## src/design/swpb_pkg.sv

```systemverilog
// Shared types and constants of the sliding window packet buffer.
package swpb_pkg;

   localparam int SEQ_W      = 32;
   localparam int DATA_W     = 64;
   localparam int SIZE_W     = 16;
   localparam int WIDX_W     = 4;
   localparam int WIN_W      = 9;
   localparam int WORDS_W    = 5;
   localparam int COUNT_W    = 9;
   localparam int CSR_IDX_W  = 2;
   localparam int CSR_DATA_W = 32;
   localparam int RESULT_CAP = 16;

   localparam logic [SEQ_W-1:0] INIT_SEQ_RST  = '0;
   localparam logic [WIN_W-1:0] WIN_RST       = 9'd8;
   localparam logic [WORDS_W-1:0] WORDS_RST   = 5'd16;

   localparam logic [CSR_IDX_W-1:0] CSR_WINDOW_SIZE  = 2'd0;
   localparam logic [CSR_IDX_W-1:0] CSR_PACKET_WORDS = 2'd1;
   localparam logic [CSR_IDX_W-1:0] CSR_INIT_SEQ     = 2'd2;

   typedef enum logic [2:0] {
      OP_RESET   = 3'd0,
      OP_ADD     = 3'd1,
      OP_REPLACE = 3'd2,
      OP_GET     = 3'd3,
      OP_GET_LOW = 3'd4,
      OP_QUERY   = 3'd5,
      OP_SLIDE   = 3'd6,
      OP_COUNT   = 3'd7
   } op_type;

   typedef enum logic [3:0] {
      ST_IDLE,
      ST_SEQ_GO,
      ST_SEQ_WAIT,
      ST_BASE_GO,
      ST_BASE_WAIT,
      ST_CLEAR,
      ST_STORE,
      ST_FINISH,
      ST_SCAN,
      ST_RD,
      ST_GET,
      ST_RESULT
   } state_type;

   typedef struct packed {
      logic             start;
      logic [SEQ_W-1:0] dividend;
   } rem_ctl_type;

   typedef struct packed {
      logic             done;
      logic [WIN_W-1:0] rem;
   } rem_stat_type;

   typedef struct packed {
      logic               status;
      logic [DATA_W-1:0]  out_data_word;
      logic [SIZE_W-1:0]  out_data_size;
      logic [WIDX_W-1:0]  out_word_index;
      logic               last_result;
      logic               window_open;
      logic               entry_valid;
      logic [COUNT_W-1:0] in_order_count;
      logic [SEQ_W-1:0]   lower_seq;
   } rsp_type;

endpackage

```

## src/design/swpb_rem.sv

```systemverilog
// Bit-serial remainder unit: dividend modulo window size, one bit per cycle.
module swpb_rem
   import swpb_pkg::*;
(
   input  logic             clock,
   input  logic             reset,
   input  rem_ctl_type      ctl,
   input  logic [WIN_W-1:0] divisor,
   output rem_stat_type     stat
);
   logic             busy_ff, busy_in;
   logic             done_ff, done_in;
   logic [4:0]       cnt_ff, cnt_in;
   logic [SEQ_W-1:0] num_ff, num_in;
   logic [WIN_W-1:0] rem_ff, rem_in;
   logic [WIN_W:0]   trial;

   assign trial = {rem_ff, num_ff[SEQ_W-1]};

   always_comb begin
      busy_in = busy_ff;
      done_in = 1'b0;
      cnt_in  = cnt_ff;
      num_in  = num_ff;
      rem_in  = rem_ff;
      if (ctl.start) begin
         busy_in = 1'b1;
         cnt_in  = '0;
         num_in  = ctl.dividend;
         rem_in  = '0;
      end else if (busy_ff) begin
         if (trial >= {1'b0, divisor}) begin
            rem_in = WIN_W'(trial - {1'b0, divisor});
         end else begin
            rem_in = trial[WIN_W-1:0];
         end
         num_in = {num_ff[SEQ_W-2:0], 1'b0};
         cnt_in = cnt_ff + 5'd1;
         if (cnt_ff == 5'd31) begin
            busy_in = 1'b0;
            done_in = 1'b1;
         end
      end
   end

   always_ff @(posedge clock) begin
      if (reset) begin
         busy_ff <= 1'b0;
         done_ff <= 1'b0;
      end else begin
         busy_ff <= busy_in;
         done_ff <= done_in;
      end
      cnt_ff <= cnt_in;
      num_ff <= num_in;
      rem_ff <= rem_in;
   end

   assign stat.done = done_ff;
   assign stat.rem  = rem_ff;
endmodule

```

## config.mk

```make
export PLATFORM = sky130hd
export DESIGN_NAME = swpb_rem
export DESIGN_NICKNAME = d
export VERILOG_FILES = /design/src/design/swpb_pkg.sv /design/src/design/swpb_rem.sv
export SDC_FILE = /design/constraint.sdc
export NUM_CORES = 1
export LEC_CHECK = 0
export BUFFER_PORTS_ARGS = -buffer_cell sky130_fd_sc_hd__buf_4
export CORE_AREA = 10 10 79 81
export CTS_CLUSTER_SIZE = 14
export DETAILED_ROUTE_END_ITERATION = 8
export DIE_AREA = 0 0 89 91
export PLACE_DENSITY = 0.77
export RECOVER_POWER = 100
export SYNTH_ARGS = -nofsm -noshare
export SYNTH_HDL_FRONTEND = slang
export SYNTH_SLANG_ARGS = --single-unit
```

## constraint.sdc

```tcl
create_clock -name clock -period 2.58 [get_ports clock]
set_input_delay 0.258 -clock clock [delete_from_list [all_inputs] [get_ports clock]]
set_output_delay 0.258 -clock clock [all_outputs]
set_load 0.005 [all_outputs]
```

; ---- After elaboration in Yosys (flattened, before gate mapping)
; Index checks and enable logic that the tools add are counted.
[op_classes]
addsub = 2
n_mul = 0
div_mod_pow = 0
n_lt_le_gt_ge = 1
eq_ne = 1
shifts = 0
muxes = 7
bitwise_logic = 1
n_reduce_logical = 2
[ops]
columns = operator, count
row1 = 32-bit 2-to-1 mux, 2
row2 = 10-bit by 9-bit greater-or-equal comparator with 1-bit output, 1
row3 = 9-bit 2-to-1 mux, 1
row4 = 9-bit subtractor, 1
row5 = 5-bit by 1-bit adder with 5-bit output (second input constant), 1
row6 = 5-bit == test (second input constant), 1
row7 = 1-bit 2-to-1 mux, 4
row8 = 3-bit OR reduction, 1
row9 = 2-bit nonzero test, 1
row10 = 1-bit NOT, 1
[word_totals]
reg_bits = 48
latchBits = 0
ram_bits = 0
rom_bits = 0
inputBits = 44
wordCells = 19
memories = 0

; ---- Depth between registers and ports, before layout
[logic_depth]
word_depth = 4
depth_mapped = 11
ltp_nobuf = 10

; ---- Worst setup path after synthesis
; No wires, ideal clock.
[synth_timing]
kind = reg2reg
startpoint = reg num_ff[31]
endpoint = reg rem_ff[8]
setup_time_ns = 0.088
arrival_ns = 2.178
path_slack_ns = 0.314
stages_incl_launch_ff = 11
n_path_buf = 0
period_less_slack_ns = 2.266
cell_sequence = edfxtp_1 > inv_1 > ha_1 > inv_1 > fa_1 > a211oi_4 > nor3_1 > a2111oi_1 > xnor2_1 > nand2_1 > a311oi_2
[synth_between]
elab_chain_len = 2
elab_cells_between_ends = 3
cone_classes = add/sub: 1 / order compare: 1 / mux: 1
[synth_rtl]
columns = item, line
row1 = start: declaration, swpb_rem.sv:14  ; logic [SEQ_W-1:0] num_ff, num_in;
row2 = start signal: assignment, swpb_rem.sv:55  ; num_ff <= num_in;
row3 = 9-bit subtractor / 10-bit by 9-bit greater-or-equal comparator with 1-bit output (equally long branches), "swpb_rem.sv:33, swpb_rem.sv:32"
row4 = 9-bit 2-to-1 mux *, swpb_rem.sv:32  ; if (trial >= {1'b0, divisor}) begin
row5 = end signal: assignment, swpb_rem.sv:56  ; rem_ff <= rem_in;
row6 = end: declaration, swpb_rem.sv:15  ; logic [WIN_W-1:0] rem_ff, rem_in;
; Every way passes the cells marked *; elsewhere a longest branch is shown, timed or not.
; A chain may end at the register's enable or synchronous reset.

; ---- Worst setup path after layout
[layout_timing]
startpoint = reg num_ff[31]
endpoint = reg rem_ff[6]
; Same word-level chain as after synthesis.

==> flow_summary.ini <==
[worst_setup_path]
r2r_cells = 10
crit_arrival_ps = 2590
path_class = reg -> reg
end_kind = flip-flop
crit_fanout = 7
start_kind = flip-flop
worstPathRequired_ps = 2780
rrSetupSlack_ps = 190

[die]
dieArea_mm2 = 0.00810
ios = 54
die_w_um = 89
die_y_um = 91
num_rows = 25
coreArea_mm2 = 0.00466
initial_core_util_pct = 52.6

[synth]
synth_fa_ha_area_share_pct = 6.43
synth_seq_cells = 48
ys.flop_type = edfxtp_1
synthMuxAreaShare_pct = 15.1
synth_common_cells = 32 x edfxtp_1, 31 x mux2_2, 17 x nor2_1, 16 x dfxtp_1, 12 x inv_1
syn_nets = 256
synth-compound-area-share_pct = 11.1
synth_area_per_cell_um2 = 12.3
ys_types = 46
synth_top_cell_area_share_pct = 39.2
ys_top_cells_by_area = edfxtp_1 39%, mux2_2 14%, dfxtp_1 13%
yosysTopAreaCell = edfxtp_1
synth_area_mm2 = 0.00245
async_flop_share_pct = 0
synth_warnings = 0
synth-simple-area-share_pct = 8.98
netlist_instances = 200
synth_seq_area_share_pct = 52.3
synth-xor-area-share_pct = 2.50
synth.most_common_cell = edfxtp_1
synth_edf_count = 32
synth_top_family_by_area = multiplexers

[detailed_routing]
initialDrtViolationCount = 134
wl_um = 4960
dr.pass1.iters = 4
vias = 1688
via_per_inst = 5.46
drcViolationCount = 0
drt-wirelength-per-cell_um = 16.1
final_antenna_net_count = 0

[sta]
slew_violations = 0
fin_crit_ps = 2390
post-route-period-util_pct = 92.5
finalHoldViolations = 0
timing.setup.tns_ps = 0
setup_viol = 0
tightest_slew_ps = 984
fmax_mhz = 419
finClkSkew_ps = 9.17
setup_slack_ps = 193
relSlewSlack_pct = 34.4

[layout]
nets = 310
area_growth_pct = 22.8
instances_no_fill = 309
drive_gt1_share_pct = 40.0
multi_input_area_mm2 = 0.00111
diodes = 0
fillerInstances = 376
regArea_mm2 = 0.00128

[placed_design]
place_inst = 301
dp_slack_ps = 55.3
dp_hpwl_um = 3720
gp_congestion = 0.931
portBuffers = 53

[clock_network]
clock-sinks = 48
path_clk_slew_ps = 80
clock_latency_ps = 290
cts_hold_buffers = 0
cts_buffer_depth = 2
h-tree-depth = 2
cts_tree = done
cts_buffers = 5
root_buffer = clkbuf_8

[global_routing]
grt_antenna_before_repair = 0
grt_max_degree = 33
first_global_vias = 1717
grt_overflow_total = 0
grtUsageTotal_pct = 12.6
grt_first_pass_wirelength_um = 8120

[power_and_ir_drop]
ir_drop_uv = 370
powerDensity_mw_per_mm2 = 592
power_mw = 1.78
leakagePower_nw = 1.23

[run_status]
status = complete, no violations

[min_path]
hp-class = in -> reg
min_path_cells = 2

[run]
drv_cap = 0
[per-stage QoR]
stage          util, %  cell area, um2  hold WS (ps)
2_1_floorplan        -            2450           330
3_3_place_gp      62.1            2890           438
3_5_place_dp      62.1            2890           444
4_1_cts           64.5            3010           122
5_1_grt           64.6            3010           124
6_report          64.6            3010           138
[state kept, by name (all words and copies together), names as in the netlist]
name,flops
busy_ff,1
rem_ff,9
cnt_ff,5
num_ff,32
done_ff,1
[logic make-up after synthesis]
family	Yosys count
flops	48
simple gates	47
mux	33
compound gates	32
buf+inv	21
fa+ha+maj	12
xor+xnor	7
[repair_timing]
action                                  in CTS  in global routing
hold endpoints to repair                     0                  0
gates resized for setup                      0                  6
setup buffers                                0                  0
endpoints found under the setup margin       0                  9
[layout make-up]
class | instances | share of cell area (%)
flip-flops and latches | 48 | 42.6
multi-input cells | 131 | 36.7
repair buffers | 56 | 13.3
clock buffers | 5 | 2.29
well taps | 54 | 2.24
inverters | 12 | 1.50
clock inverters | 3 | 1.41
[cells in the final DEF (no fill, tap or decap), drive strengths merged, types with 2 or more instances in the layout]
cell,count
xor2,5
o31ai,2
and3,3
mux2i,2
nand2,10
o21bai,2
nand4,3
inv,12
a2111oi,2
o21ai,6
nor2b,2
a21oi,3
clkinv,2
or2,2
xnor2,2
mux2,31
dfxtp,16
nor2,17
a311oi,2
nand3,3
ha,11
clkbuf,18
buf,43
edfxtp,32
nor3,3
o21a,4
a211oi,3
[critical path, stage by stage (launching register included)]
cell and delay, ps:
edfxtp_1 400, inv_1 70, ha_1 150, inv_1 60, fa_2 370, a211oi_4 320, o21ai_1 130, a41oi_2 220
nor2_2 110, and3_1 210, nor4_2 250
[routing by layer]
layer / share of wire [%] / vias to the layer above / GRT usage, %
li1: - / 847 / -
met1: 43 / 794 / 15.1
met2: 50 / 43 / 20.9
met3: 5.5 / 4 / 2.77
met4: 1.5 / 0 / 5.44
met5: 0 / - / 0
[path summary, 6_finish.rpt]
kind / start / endpoint
max: num_ff[31]$_DFFE_PP_ / rem_ff[6]$_SDFFE_PP0P_
min: reset / busy_ff$_SDFF_PP0_
max reg2reg: num_ff[31]$_DFFE_PP_ / rem_ff[6]$_SDFFE_PP0P_
min reg2reg: cnt_ff[4]$_SDFFE_PP0P_ / cnt_ff[4]$_SDFFE_PP0P_
[power breakdown]
part	internal [mW]	switching, mW	total [mW]	leakage [nW]
Clock	0.287	0.240	0.527	0.0558
Combinational	0.168	0.153	0.321	0.718
Sequential	0.901	0.0321	0.934	0.453
Power figures use the tool's default switching activity.
